[src/m3i_pkg.sv]
// ----------------------------------------------------------------------------
// m3i_pkg: shared constants for the 3x3 matrix inverse
// Default entry format and the depth of the queue between front and back.
// ----------------------------------------------------------------------------
package m3i_pkg;

    localparam int ENTRY_BITS_DEF = 32;
    localparam int FRAC_BITS_DEF  = 16;

    // Queue between the front and back parts; depth is a power of two
    localparam int QUEUE_DEPTH = 8;
    localparam int QUEUE_AW    = $clog2(QUEUE_DEPTH);
    localparam int QUEUE_CW    = $clog2(QUEUE_DEPTH + 1);

endpackage

[src/m3i_queue.sv]
// ----------------------------------------------------------------------------
// m3i_queue: decoupling queue between front and back
// Holds finished front words; grants input room by credit so the front
// pipeline never has to stall.
// ----------------------------------------------------------------------------
module m3i_queue
    import m3i_pkg::*;
#(
    parameter int QW = 8
)
(
    input  logic          clk,
    input  logic          rst_n,
    input  logic          in_take,
    output logic          room,
    input  logic          push,
    input  logic [QW-1:0] push_word,
    input  logic          pop,
    output logic          q_valid,
    output logic [QW-1:0] q_word
);

    logic [QW-1:0]       mem [QUEUE_DEPTH];
    logic [QUEUE_AW-1:0] wr_reg;
    logic [QUEUE_AW-1:0] rd_reg;
    logic [QUEUE_CW-1:0] fill_reg;
    logic [QUEUE_CW-1:0] fill_next;
    logic [QUEUE_CW-1:0] occ_reg;
    logic [QUEUE_CW-1:0] occ_next;

    // occ counts words accepted at the input and not yet popped
    always_comb
    begin
        occ_next  = occ_reg + QUEUE_CW'(in_take) - QUEUE_CW'(pop);
        fill_next = fill_reg + QUEUE_CW'(push) - QUEUE_CW'(pop);
    end

    always_ff @(posedge clk or negedge rst_n)
    begin
        if (!rst_n)
        begin
            wr_reg   <= '0;
            rd_reg   <= '0;
            fill_reg <= '0;
            occ_reg  <= '0;
        end
        else
        begin
            if (push)
            begin
                wr_reg <= wr_reg + 1'b1;
            end
            if (pop)
            begin
                rd_reg <= rd_reg + 1'b1;
            end
            fill_reg <= fill_next;
            occ_reg  <= occ_next;
        end
    end

    always_ff @(posedge clk)
    begin
        if (push)
        begin
            mem[wr_reg] <= push_word;
        end
    end

    assign q_word  = mem[rd_reg];
    assign q_valid = (fill_reg != '0);
    assign room    = (occ_reg < QUEUE_CW'(QUEUE_DEPTH));

    a_fill_le_occ: assert property (@(posedge clk) disable iff (!rst_n)
        fill_reg <= occ_reg)
        else $error("queue holds more words than were credited");

    a_no_overflow: assert property (@(posedge clk) disable iff (!rst_n)
        push |-> (fill_reg < QUEUE_CW'(QUEUE_DEPTH)) || pop)
        else $error("push into full queue");

    a_pop_nonempty: assert property (@(posedge clk) disable iff (!rst_n)
        pop |-> q_valid)
        else $error("pop from empty queue");

endmodule

[config.mk]
export PLATFORM = sky130hd
export DESIGN_NAME = m3i_queue
export DESIGN_NICKNAME = d
export VERILOG_FILES = /design/src/m3i_pkg.sv /design/src/m3i_queue.sv
export SDC_FILE = /design/constraint.sdc
export NUM_CORES = 1
export LEC_CHECK = 0
export BUFFER_PORTS_ARGS = -buffer_cell sky130_fd_sc_hd__buf_2
export CAP_MARGIN = 20
export CORE_MARGIN = 3
export CORE_UTILIZATION = 59
export DETAILED_ROUTE_END_ITERATION = 12
export GPL_TIMING_DRIVEN = 0
export PLACE_DENSITY_LB_ADDON = 0.15
export SYNTH_ARGS = -nofsm -noshare
export SYNTH_HDL_FRONTEND = slang
export SYNTH_SLANG_ARGS = --single-unit
export TNS_END_PERCENT = 5
[constraint.sdc]
create_clock -name clk -period 2.2 [get_ports clk]
set_input_delay 0.11 -clock clk [delete_from_list [all_inputs] [get_ports clk]]
set_output_delay 0.11 -clock clk [all_outputs]
set_load 0.005 [all_outputs]
# Yosys cells after proc, flatten, opt, wreduce, memory -nomap -nowiden
# Memories as Yosys holds them, arrays and structs flattened.
# Cells that the tools add are included.
[word_totals]
ram_bits = 64
register_bits = 14
output_inout_bits = 10
in_bits = 13
memories = 1
[classes]
addsub = 6
n_mux = 2
n_lt_le_gt_ge = 1
n_reduce_logical = 1
[mem_list]
columns = ["name", "words", "word_bits", "rd", "rd_clocked_by_memory_dff", "write_ports", "line", "source"]
rows = [
  ["mem", 8, 8, 1, 0, 1, "m3i_queue.sv:23", "logic [QW-1:0] mem [QUEUE_DEPTH];"],
]
[ops]
columns = ["op", "count"]
rows = [
  ["4-bit by 1-bit adder with 4-bit output", 2],
  ["4-bit by 1-bit subtractor with 4-bit output", 2],
  ["3-bit by 1-bit adder with 3-bit output (second input constant)", 2],
  ["4-bit less-than comparator (second input constant)", 1],
  ["4-bit nonzero test", 1],
  ["1-bit 2-to-1 mux", 2],
]

# Depth between registers and ports, before layout
# Gate-level depths: netlist (run 1).
[logic_depth]
ltp_word = 2
ltp_mapped = 7
mapped_depth_nobuf = 7

# Least setup slack after synthesis (run 1)
# OpenSTA, ideal clock, no wires.
[synth_timing]
path_type = "reg-to-reg"
startpoint = "register wr_reg[2]"
endpoint = "memory mem[0][0] (enable)"
setup_time_ps = 383
n_path_buf = 0
t_arrival_ps = 1169
stages_incl_launch_ff = 3
path_slack_ps = 647
period_less_slack_ps = 1553
path_cell_list = "dfrtp_1 nand2b_1 nor3_1"
[synth_rtl]
columns = ["element", "line", "source"]
rows = [
  ["start: declaration", "m3i_queue.sv:24", "logic [QUEUE_AW-1:0] wr_reg;"],
  ["start signal: assignment", "m3i_queue.sv:51", "wr_reg <= wr_reg + 1'b1;"],
  ["end: declaration", "m3i_queue.sv:23", ""],
]
# No word-level cell before the write port.

# Worst setup path in the final report (run 1)
[layout_timing]
startpoint = "register rd_reg[0]"
endpoint = "output q_word[3]"
[layout_via]
elab_chain_cells = 1
[layout_rtl]
columns = ["element", "line", "source"]
rows = [
  ["start: declaration", "m3i_queue.sv:25", "logic [QUEUE_AW-1:0] rd_reg;"],
  ["start signal: assignment", "m3i_queue.sv:55", "rd_reg <= rd_reg + 1'b1;"],
  ["memory read 8 x 8 bit", "n/a", ""],
  ["end: declaration", "m3i_queue.sv:20", "output logic [QW-1:0] q_word"],
]
# Every way passes these cells.

==> results of run 1 <==
-- metrics by stage --
stage                     hold WS, ps  cell area, sq um  instances  setup slack [ps]  utilization (%)
after floorplan                -185.6              3254        165             647.4                -
after global placement          8.566              3452        257             164.9            66.32
after detailed placement        20.17              3465        259             211.5            66.56
after CTS                       19.89              3664        276             30.22            70.38
after global routing            39.38              3687        279             63.28            70.84
final                           37.07              3687        279             142.3            70.84
-- layout by cell type (no fill, tap or decap), types with 3 or more instances in the layout --
master,count
inv_1,14
nor2_1,6
edfxtp_1,64
mux4_1,16
buf_2,24
xnor2_1,5
xor2_1,4
nand2_1,4
dfrtp_1,13
buf_4,4
nand2b_1,3
clkbuf_1,4
ha_1,11
mux2_2,10
clkbuf_8,9
-- how the worst max path moves through the flow --
stage,to,slack [ps]
3_5_place_dp,q_word[3],210
3_3_place_gp,mem[0][2]$_DFFE_PP_,160
2_1_floorplan,mem[0][0]$_DFFE_PP_,650
4_1_cts,q_word[3],30
5_1_grt,q_word[3],60
6_report,q_word[3],140
-- routing by layer --
metal / vias to the layer above / part of all wire [%] / track usage [%]
met5: - / 0 / 0
met4: 0 / 0.74 / 7.601
met3: 5 / 5.3 / 4.036
met2: 45 / 52 / 31.54
met1: 796 / 41 / 25.38
li1: 718 / - / -
-- power groups by stage --
stage	combinational, uW	clock, uW	sequential [uW]
after CTS	1630	1010	2090
final	1620	996	2090
after global placement	1550	0	2070
after global routing	1820	1070	2120
after detailed placement	1660	0	2100
after floorplan	1180	0	2050
-- worst max-delay path: stages (launching register included) --
cell and delay [ps]:
dfrtp_1 380, buf_6 130, buf_12 140, mux4_1 550, mux2_2 290, buf_2 130
-- area by class of cell --
class / count / area [sq um] / area share (%)
Multi-Input combinational cell: 68 / 885.9 / 24.02
Timing Repair Buffer: 29 / 165.2 / 4.479
Sequential cell: 78 / 2273 / 61.66
Buffer: 4 / 40.04 / 1.086
Clock buffer: 12 / 135.1 / 3.665
Clock inverter: 4 / 47.55 / 1.289
Inverter: 14 / 52.55 / 1.425
Tap cell: 70 / 87.58 / 2.375
-- logic make-up after synthesis --
family                     count (synthesis)  synth area share (%)
AOI/OAI and AO/OA                          4                0.7688
xor gates and xnor gates                   9                 2.422
adders and majority gates                 13                 5.459
buffers and inverters                     19                 2.960
DFF                                       78                 69.82
muxes                                     26                 16.38
and+or+nand+nor                           16                 2.191
-- what timing repair did --
| action | in CTS | in global routing |
|---|---|---|
| buffers inserted | 0 | 3 |
| resized for setup | 0 | 1 |
| hold buffers | 2 | 0 |
| hold endpoints to repair | 15 | 0 |
| endpoints found under the setup margin | 8 | 2 |
==> results by group, run 1 <==
Placement
  • PortBufs: 22
  • Gpl congestion: 0.7361
  • Final HPWL DP: ~3700 um

Final layout
  • Total of fill cells in the finished design: about 340
  • Area growth, synth to finish: 13.30%
  • Layout cell share with drive strength beyond 1: between 20% and 30%
  • Max reg flops: between 60 and 70
  • N_diodes: 0
  • Final nets: 230

Timing
  • Achievable frequency: slightly below 500 MHz
  • Clk_skew: between 8 and 9 ps
  • # setup viols final: 0
  • RSZ-0062 raised after global routing: false
  • Final TNS setup: 0 ps
  • Final Max Tran Viols: 0
  • Final Critical Period: approximately 2000 ps
  • Fin. Hold Viols: 0
  • Measured slew at the worst slew-check pin: about 940 ps
  • Relative slew slack: between 30% and 40%
  • Post-route clock period utilization: between 90 and 100%

Worst setup path
  • Max FO, Critical Path: 10
  • CP Data Required Time: approximately 2100 ps
  • Critical path class: reg -> out
  • R2R cell count: 3
  • Critical Path End Type: output port
  • CP startpoint: rd_reg[0]$_DFFE_PN0P_
  • Worst Setup Start Kind: flip-flop
  • Worst r2r src: wr_reg[2]$_DFFE_PN0P_
  • Flop2flop setup slack: approximately 400 ps
  • Reg2reg end: mem[0][7]$_DFFE_PP_
  • Critical Path AT: between 1500 and 2000 ps

Global routing
  • Tot GR Track Use: 19.23%
  • Largest net degree at the start of global routing: 15
  • Grt ovf: 0
  • Initial antenna violation count: 0
  • First-pass GRT wire length: between 8000 and 9000 um
  • Vias in the first global route: approximately 1700

Pwr
  • Power Dens Cells: 1277 nW/um^2
  • P_sw: 1381 uW
  • Internal power: ~3300 uW
  • Leakage power figure: about 0.0014 uW
  • Comb pwr share: around a third
  • Sequential power share: around 44%
  • Power share of the clock group: a little over a fifth
  • Switching fraction of total power: 29.33%
  • VDD IR max: between 700 and 800 uV
  • Total power: around 4700 uW

Clock network
  • CTS sink count: 78
  • H-tree depth: 3
  • CTS Buf Count: 9
  • Clk_lat worst skew: between 300 and 400 ps
  • CTS max path bufs: 2
  • CTS root buf: clkbuf_8
  • TritonCTS clock tree: done
  • Clock-pin slew on the worst setup and hold paths: ~70 ps

Synth
  • Post-synth top area cell: edfxtp_1
  • Mean post-synth cell area: a little under 20 sq um
  • Post-synth top flop: edfxtp_1
  • Number of synthesized flops with an enable pin: 64
  • Synth async-reset ratio: 17.95%
  • Mapped Cells: roughly 170
  • Synth unique cells: 20
  • Post-synth top area share: roughly 59%
  • Synth Cell Area: roughly 3300 sq um
  • Mapped Nets: roughly 190
  • Flops & latches, synth: 78
  • Most frequent cell after synthesis: edfxtp_1
  • Synth top cells by count: 64 x edfxtp_1, 16 x mux4_1, 14 x dfrtp_1, 14 x inv_1, 11 x ha_1
  • Synth top area cells: edfxtp_1 59%, mux4_1 13%, dfrtp_1 11%
  • Register area share after synthesis: about 70%
  • Warning count from the yosys run: 0

Detailed routing
  • Total number of vias: 1564
  • Starting DRT DRC Count: 84
  • DR WL/cell: 19.33 um
  • Final antenna-violating net count: 0
  • WL final: 5392 um
  • Routed vias/inst: between 5 and 6
  • Initial DRT Pass Iterations: 4
  • DRC violations left: 0

Hold path
  • Hold Path Origin: push
  • WHS Path Cells: 2
  • Hold EP: wr_reg[0]$_DFFE_PN0P_
  • HP Class: in -> reg

Status
  • Status: finished clean

Floorplanning
  • Die Span X: between 80 and 90 um
  • Initial Utilization: between 60% and 70%
  • Core area: 5205 sq um
  • DIE AREA: between 6000 and 7000 sq um
  • Die height: about 80 um
  • Number of cell rows: 26
  • # IOs: 23

Job
  • Max_cap viols: 0
(Power assumes the default switching activity.)
==> run 2: changes to the inputs <==
--- a/config.mk
+++ b/config.mk
@@ -12,6 +12,7 @@
 export DETAILED_ROUTE_END_ITERATION = 12
 export GPL_TIMING_DRIVEN = 0
 export PLACE_DENSITY_LB_ADDON = 0.15
+export REMOVE_ABC_BUFFERS = 1
 export SYNTH_ARGS = -nofsm -noshare
 export SYNTH_HDL_FRONTEND = slang
 export SYNTH_SLANG_ARGS = --single-unit
==> results by group, run 2 (synthesized netlist as in run 1, its figures left out) <==
Pwr
  • Power Dens Cells: 1309 nW/um^2 (+2.5%)
  • VDD IR max: 1007 uV (+26%)
  • Internal power: 3466 uW (+4.1%)
  • Leakage power figure: 0.001412 uW (-0.36%)
  • Total power: 4829 uW (+2.5%)
  • Comb pwr share: 27.6% (-6.9 points)
  • P_sw: 1363 uW (-1.3%)
  • Sequential power share: 45.9% (+1.5 points)
  • Power share of the clock group: 26.4% (+5.3 points)
  • Switching fraction of total power: 28.23% (-1.1 points)

Detailed routing
  • Starting DRT DRC Count: 129 (+54%)
  • Met3 WL: 239 um (-17%)
  • Metal2 WL: 2819 um (-0.39%)
  • Uppermost routed layer: met4
  • Total number of vias: 1530 (-2.2%)
  • Initial DRT Pass Iterations: 4 (unchanged)
  • Final antenna-violating net count: 0 (unchanged)
  • DR WL/cell: 18.67 um (-3.4%)
  • M1 wire length: 1888 um (-15%)
  • DRC violations left: 0 (unchanged)
  • WL final: 5079 um (-5.8%)
  • Routed vias/inst: 5.625 (+0.34%)

Worst setup path
  • Max FO, Critical Path: 18 (+8)
  • Crit path max-delay cell type: dfrtp_4
  • Worst stage delay on the critical path: 620 ps (+70 ps)
  • Critical path class: reg -> out
  • CP Data Required Time: 2090 ps (about the same)
  • Worst Setup Start Kind: flip-flop
  • Critical Path End Type: output port
  • Cell Chain, Critical Path: mux4_1 -> mux2_2 -> buf_2
  • Critical Path AT: 1980 ps (+30 ps)

Timing
  • Final TNS setup: 0 ps (unchanged)
  • Final Critical Period: 2088 ps (+30.51 ps)
  • Clk_skew: 6.021 ps (-2.833 ps)
  • Achievable frequency: 478.9 MHz (-1.5%)
  • Final Max Tran Viols: 0 (unchanged)
  • Final setup margin: 111.8 ps (-30.51 ps)
  • # setup viols final: 0 (unchanged)
  • RSZ-0062 raised after global routing: false
  • Fin. Hold Viols: 0 (unchanged)
  • Relative slew slack: 39.74% (+3.0 points)
  • Post-route clock period utilization: 94.92% (+1.4 points)
  • Measured slew at the worst slew-check pin: 900.6 ps (-44.32 ps)

Placement
  • Final HPWL DP: 3305 um (-10%)
  • Pre-CTS setup slack: 81.89 ps (-129.6 ps)
  • Placed Instances: 254 (-1.9%)
  • PortBufs: 22 (unchanged)
  • Gpl congestion: 0.6702 (-9.0%)

Job
  • Max_cap viols: 0 (unchanged)

Clock network
  • H-tree depth: 3 (unchanged)
  • CTS root buf: clkbuf_8
  • CTS Buf Count: 9 (unchanged)
  • Clk_lat worst skew: 340 ps (about the same)
  • Clock-pin slew on the worst setup and hold paths: 80 ps (about the same)
  • TritonCTS clock tree: done
  • CTS max path bufs: 2 (unchanged)
  • Post-CTS Setup Inserts: 0 (unchanged)
  • CTS sink count: 78 (unchanged)

Final layout
  • Final Util: 70.87% (about the same)
  • Final nets: 223 (-3.0%)
  • Commonest non-fill, non-tap cell in the layout: edfxtp_1
  • Most frequent cells in the layout: 64 x edfxtp_1, 23 x buf_2, 16 x mux4_1
  • Total of fill cells in the finished design: 351 (+2.3%)
  • N_diodes: 0 (unchanged)
  • Final Non-Filler Cells: 272 (-2.5%)
  • Layout cell share with drive strength beyond 1: 25.25% (-0.59 points)
  • Max reg flops: 64 (unchanged)
  • Area growth, synth to finish: 13.34% (about the same)

Hold path
  • HP Class: in -> reg

Floorplanning
  • Initial Utilization: 62.52% (unchanged)
  • Number of cell rows: 26 (unchanged)
  • # IOs: 23 (unchanged)
  • DIE AREA: 6443 sq um (unchanged)
  • Die height: 80.27 um (unchanged)
  • Core area: 5205 sq um (unchanged)
  • Die Span X: 80.27 um (unchanged)

Global routing
  • First-pass GRT wire length: 8066 um (-5.9%)
  • Grt ovf: 0 (unchanged)
  • Tot GR Track Use: 18.34% (-0.89 points)
  • Initial antenna violation count: 0 (unchanged)
  • Vias in the first global route: 1599 (-3.2%)
  • Largest net degree at the start of global routing: 19 (+4)

Status
  • Status: finished clean
## run 2: repair_timing
| action | CTS | global route |
|---|---|---|
| setup endpoints to repair | 8 | 0 |
| hold buffers | 2 | 0 |
| gates resized for setup | 2 | 0 |
| hold endpoints to repair | 15 | 0 |
## run 2: cell type report
type,count,area (sq um),share of cell area [%]
sequential,78,2276,61.70
multi-input combinational,68,885.9,24.02
timing repair buffer,26,142.6,3.867
clock buffer,9,123.9,3.358
clock inverter,7,120.1,3.256
tap,70,87.58,2.374
inverter,14,52.55,1.425
## run 2: final timing paths
check | slack [ps] | depth (start not counted) | from | to
hold reg to reg | 510 | 1 | wr_reg[2]$_DFFE_PN0P_ | wr_reg[2]$_DFFE_PN0P_
setup reg to reg | 400 | 3 | wr_reg[2]$_DFFE_PN0P_ | mem[0][1]$_DFFE_PP_
min in group asynchronous | 180 | 2 | rst_n | rd_reg[2]$_DFFE_PN0P_
hold / removal | 30 | 1 | push_word[5] | mem[6][5]$_DFFE_PP_
max in group asynchronous | 1750 | 2 | rst_n | rd_reg[0]$_DFFE_PN0P_
setup / recovery | 110 | 3 | rd_reg[0]$_DFFE_PN0P_ | q_word[2]
## run 2: layer usage
metal / vias to the layer above / track usage [%]
met2: 29 / 31.62
li1: 708 / -
met1: 782 / 20.96
met5: - / 0
met4: 0 / 9.122
met3: 11 / 5.045
## run 2: critical path: cells and delay by family, from the launching register on
kind | cells | cell delay [ps]
buf+inv | 1 | 130
flops | 1 | 620
mux | 2 | 890
## run 2: metrics by stage
stage / hold slack [ps] / instance area, sq um
after floorplan: -185.6 / 3211
after CTS: 17.30 / 3689
after detailed placement: 19.49 / 3421
after global routing: 22.21 / 3689
after global placement: 13.91 / 3408
final: 32.43 / 3689
## run 2: power groups by stage
stage / Combinational [uW] / Sequential (uW) / Clock (uW)
floorplan: 992 / 2150 / 0
global placement: 1270 / 2230 / 0
detailed placement: 1350 / 2250 / 0
CTS: 1370 / 2230 / 1290
global route: 1500 / 2270 / 1360
finish: 1330 / 2220 / 1280
==> run 3: changes to the inputs <==
--- a/config.mk
+++ b/config.mk
@@ -7,7 +7,6 @@
 export LEC_CHECK = 0
 export BUFFER_PORTS_ARGS = -buffer_cell sky130_fd_sc_hd__buf_2
 export CAP_MARGIN = 20
-export CORE_MARGIN = 3
 export CORE_UTILIZATION = 59
 export DETAILED_ROUTE_END_ITERATION = 12
 export GPL_TIMING_DRIVEN = 0
==> results by group, run 3 (synthesized netlist as in run 1, its figures left out) <==
Status
  • Status: finished clean

Clock network
  • Clk_lat worst skew: 340 ps (about the same)
  • TritonCTS clock tree: done
  • CTS max path bufs: 2 (unchanged)
  • Clock-pin slew on the worst setup and hold paths: 70 ps (about the same)
  • CTS sink count: 78 (unchanged)
  • CTS Buf Count: 9 (unchanged)
  • H-tree depth: 3 (unchanged)
  • CTS root buf: clkbuf_8
  • Post-CTS Setup Inserts: 0 (unchanged)

Pwr
  • VDD IR max: 835.8 uV (-17%)
  • Power share of the clock group: 26.0% (-0.4 points)
  • P_sw: 1364 uW (+0.11%)
  • Comb pwr share: 27.6% (about the same)
  • Switching fraction of total power: 28.31% (+0.079 points)
  • Power Dens Cells: 1310 nW/um^2 (about the same)
  • Sequential power share: 46.5% (+0.6 points)
  • Leakage power figure: 0.001407 uW (-0.39%)
  • Internal power: 3456 uW (-0.27%)

Timing
  • Fin. Hold Viols: 0 (unchanged)
  • Achievable frequency: 479.6 MHz (+0.15%)
  • Clk_skew: 8.212 ps (+2.190 ps)
  • # setup viols final: 0 (unchanged)
  • Final Critical Period: 2085 ps (-3.229 ps)
  • Final setup margin: 115.0 ps (+3.229 ps)
  • RSZ-0062 raised after global routing: false
  • Relative slew slack: 36.04% (-3.7 points)
  • Final TNS setup: 0 ps (unchanged)
  • Measured slew at the worst slew-check pin: 955.9 ps (+55.30 ps)
  • Final Max Tran Viols: 0 (unchanged)
  • Post-route clock period utilization: 94.77% (-0.15 points)

Global routing
  • Vias in the first global route: 1649 (+3.1%)
  • Met3 usage: 5.629% (+0.58 points)
  • Busiest grt layer: met2
  • Initial antenna violation count: 0 (unchanged)
  • Tot GR Track Use: 20.57% (+2.2 points)
  • Grt ovf: 0 (unchanged)
  • Met1 usage: 24.63% (+3.7 points)
  • First-pass GRT wire length: 8500 um (+5.4%)
  • Largest net degree at the start of global routing: 19 (unchanged)
  • Met2 Track Usage GR: 35.77% (+4.1 points)

Floorplanning
  • Core area: 5205 sq um (unchanged)
  • Initial Utilization: 62.52% (unchanged)
  • Die Span X: 76.27 um (-5.0%)
  • Number of cell rows: 26 (unchanged)
  • DIE AREA: 5817 sq um (-9.7%)
  • # IOs: 23 (unchanged)
  • Die height: 76.27 um (-5.0%)

Worst setup path
  • Worst Setup Start Kind: flip-flop
  • CP Data Required Time: 2090 ps (about the same)
  • Max FO, Critical Path: 18 (unchanged)
  • Critical Path AT: 1970 ps (about the same)
  • Critical path class: reg -> out
  • Critical Path End Type: output port

Final layout
  • Most frequent cells in the layout: 64 x edfxtp_1, 22 x buf_2, 16 x mux4_1
  • Commonest non-fill, non-tap cell in the layout: edfxtp_1
  • N_diodes: 0 (unchanged)
  • Max reg flops: 64 (unchanged)
  • Layout cell share with drive strength beyond 1: 25.37% (+0.13 points)
  • Area growth, synth to finish: 13.11%
  • Final nets: 222 (-0.45%)

Detailed routing
  • DRC violations left: 0 (unchanged)
  • DR WL/cell: 18.88 um (+1.1%)
  • Total number of vias: 1520 (-0.65%)
  • Starting DRT DRC Count: 128 (-0.78%)
  • Initial DRT Pass Iterations: 4 (unchanged)
  • Final antenna-violating net count: 0 (unchanged)
  • Routed vias/inst: 5.609 (-0.29%)
  • WL final: 5116 um (+0.73%)

Hold path
  • HP Class: in -> reg

Placement
  • PortBufs: 22 (unchanged)
  • Final HPWL DP: 3213 um (-2.8%)
  • Pre-CTS setup slack: 95.86 ps (+13.97 ps)
  • Gpl congestion: 0.6458 (-3.6%)

Job
  • Max_cap viols: 0 (unchanged)
[run 3: cell types whose count changed in the layout (fill, tap and decap cells not counted)]
cell and change:
inv_6 -2, clkinv_2 +2, nor3_1 -1, buf_2 -1
nor3_2 +1
[run 3: power groups by stage]
stage	clock (uW)	sequential, uW	combinational, uW
after global routing	1330	2290	1530
after global placement	0	2230	1270
after floorplan	0	2150	992
after CTS	1260	2240	1360
final	1250	2240	1330
after detailed placement	0	2270	1340
[run 3: path summary, 6_finish.rpt]
| path | start | depth (start not counted) | slack, ps | end |
|---|---|---|---|---|
| setup / recovery | rd_reg[0]$_DFFE_PN0P_ | 3 | 120 | q_word[6] |
| hold / removal | push_word[3] | 1 | 40 | mem[1][3]$_DFFE_PP_ |
| setup reg to reg | wr_reg[0]$_DFFE_PN0P_ | 2 | 430 | mem[6][3]$_DFFE_PP_ |
| hold reg to reg | wr_reg[2]$_DFFE_PN0P_ | 1 | 510 | wr_reg[2]$_DFFE_PN0P_ |
| max in group asynchronous | rst_n | 2 | 1750 | rd_reg[0]$_DFFE_PN0P_ |
| min in group asynchronous | rst_n | 2 | 180 | wr_reg[2]$_DFFE_PN0P_ |
[run 3: area by class of cell]
class / instances / area [sq um]
multi-input cells: 68 / 890.9
inverters: 14 / 52.55
clock buffers: 9 / 123.9
fillers: 350 / 1524
repair buffers: 25 / 137.6
flip-flops and latches: 78 / 2276
clock inverters: 7 / 112.6
well taps: 70 / 87.58
[run 3: critical path, stage by stage, from the launching register on]
cell	delay [ps]
dfrtp_4	630
mux4_1	600
mux2_2	270
buf_2	120
[run 3: per-stage QoR]
step | cell area, sq um | instances | hold WS (ps) | utilization [%] | total power, uW
6_report | 3681 | 271 | 35.83 | 70.72 | 4821
5_1_grt | 3681 | 271 | 28.19 | 70.72 | 5144
4_1_cts | 3679 | 271 | 18.30 | 70.67 | 4852
3_5_place_dp | 3421 | 253 | 21.33 | 65.72 | 3608
3_3_place_gp | 3408 | 252 | 13.24 | 65.48 | 3495
2_1_floorplan | 3211 | 160 | -185.6 | - | 3141
[run 3: layer usage]
| metal | vias to the layer above | routed length, um |
|---|---|---|
| met5 | - | 0 |
| met4 | 0 | 70 |
| met3 | 6 | 217 |
| met2 | 36 | 2710 |
| met1 | 775 | 2118 |
| li1 | 703 | - |
[run 3: repair_timing]
| item | in CTS | in global routing |
|---|---|---|
| pin swaps | 0 | 0 |
| gates resized for setup | 1 | 1 |
| hold buffers | 2 | 0 |
| hold endpoints to repair | 15 | 0 |
| endpoints found under the setup margin | 8 | 8 |
| gates cloned | 0 | 0 |
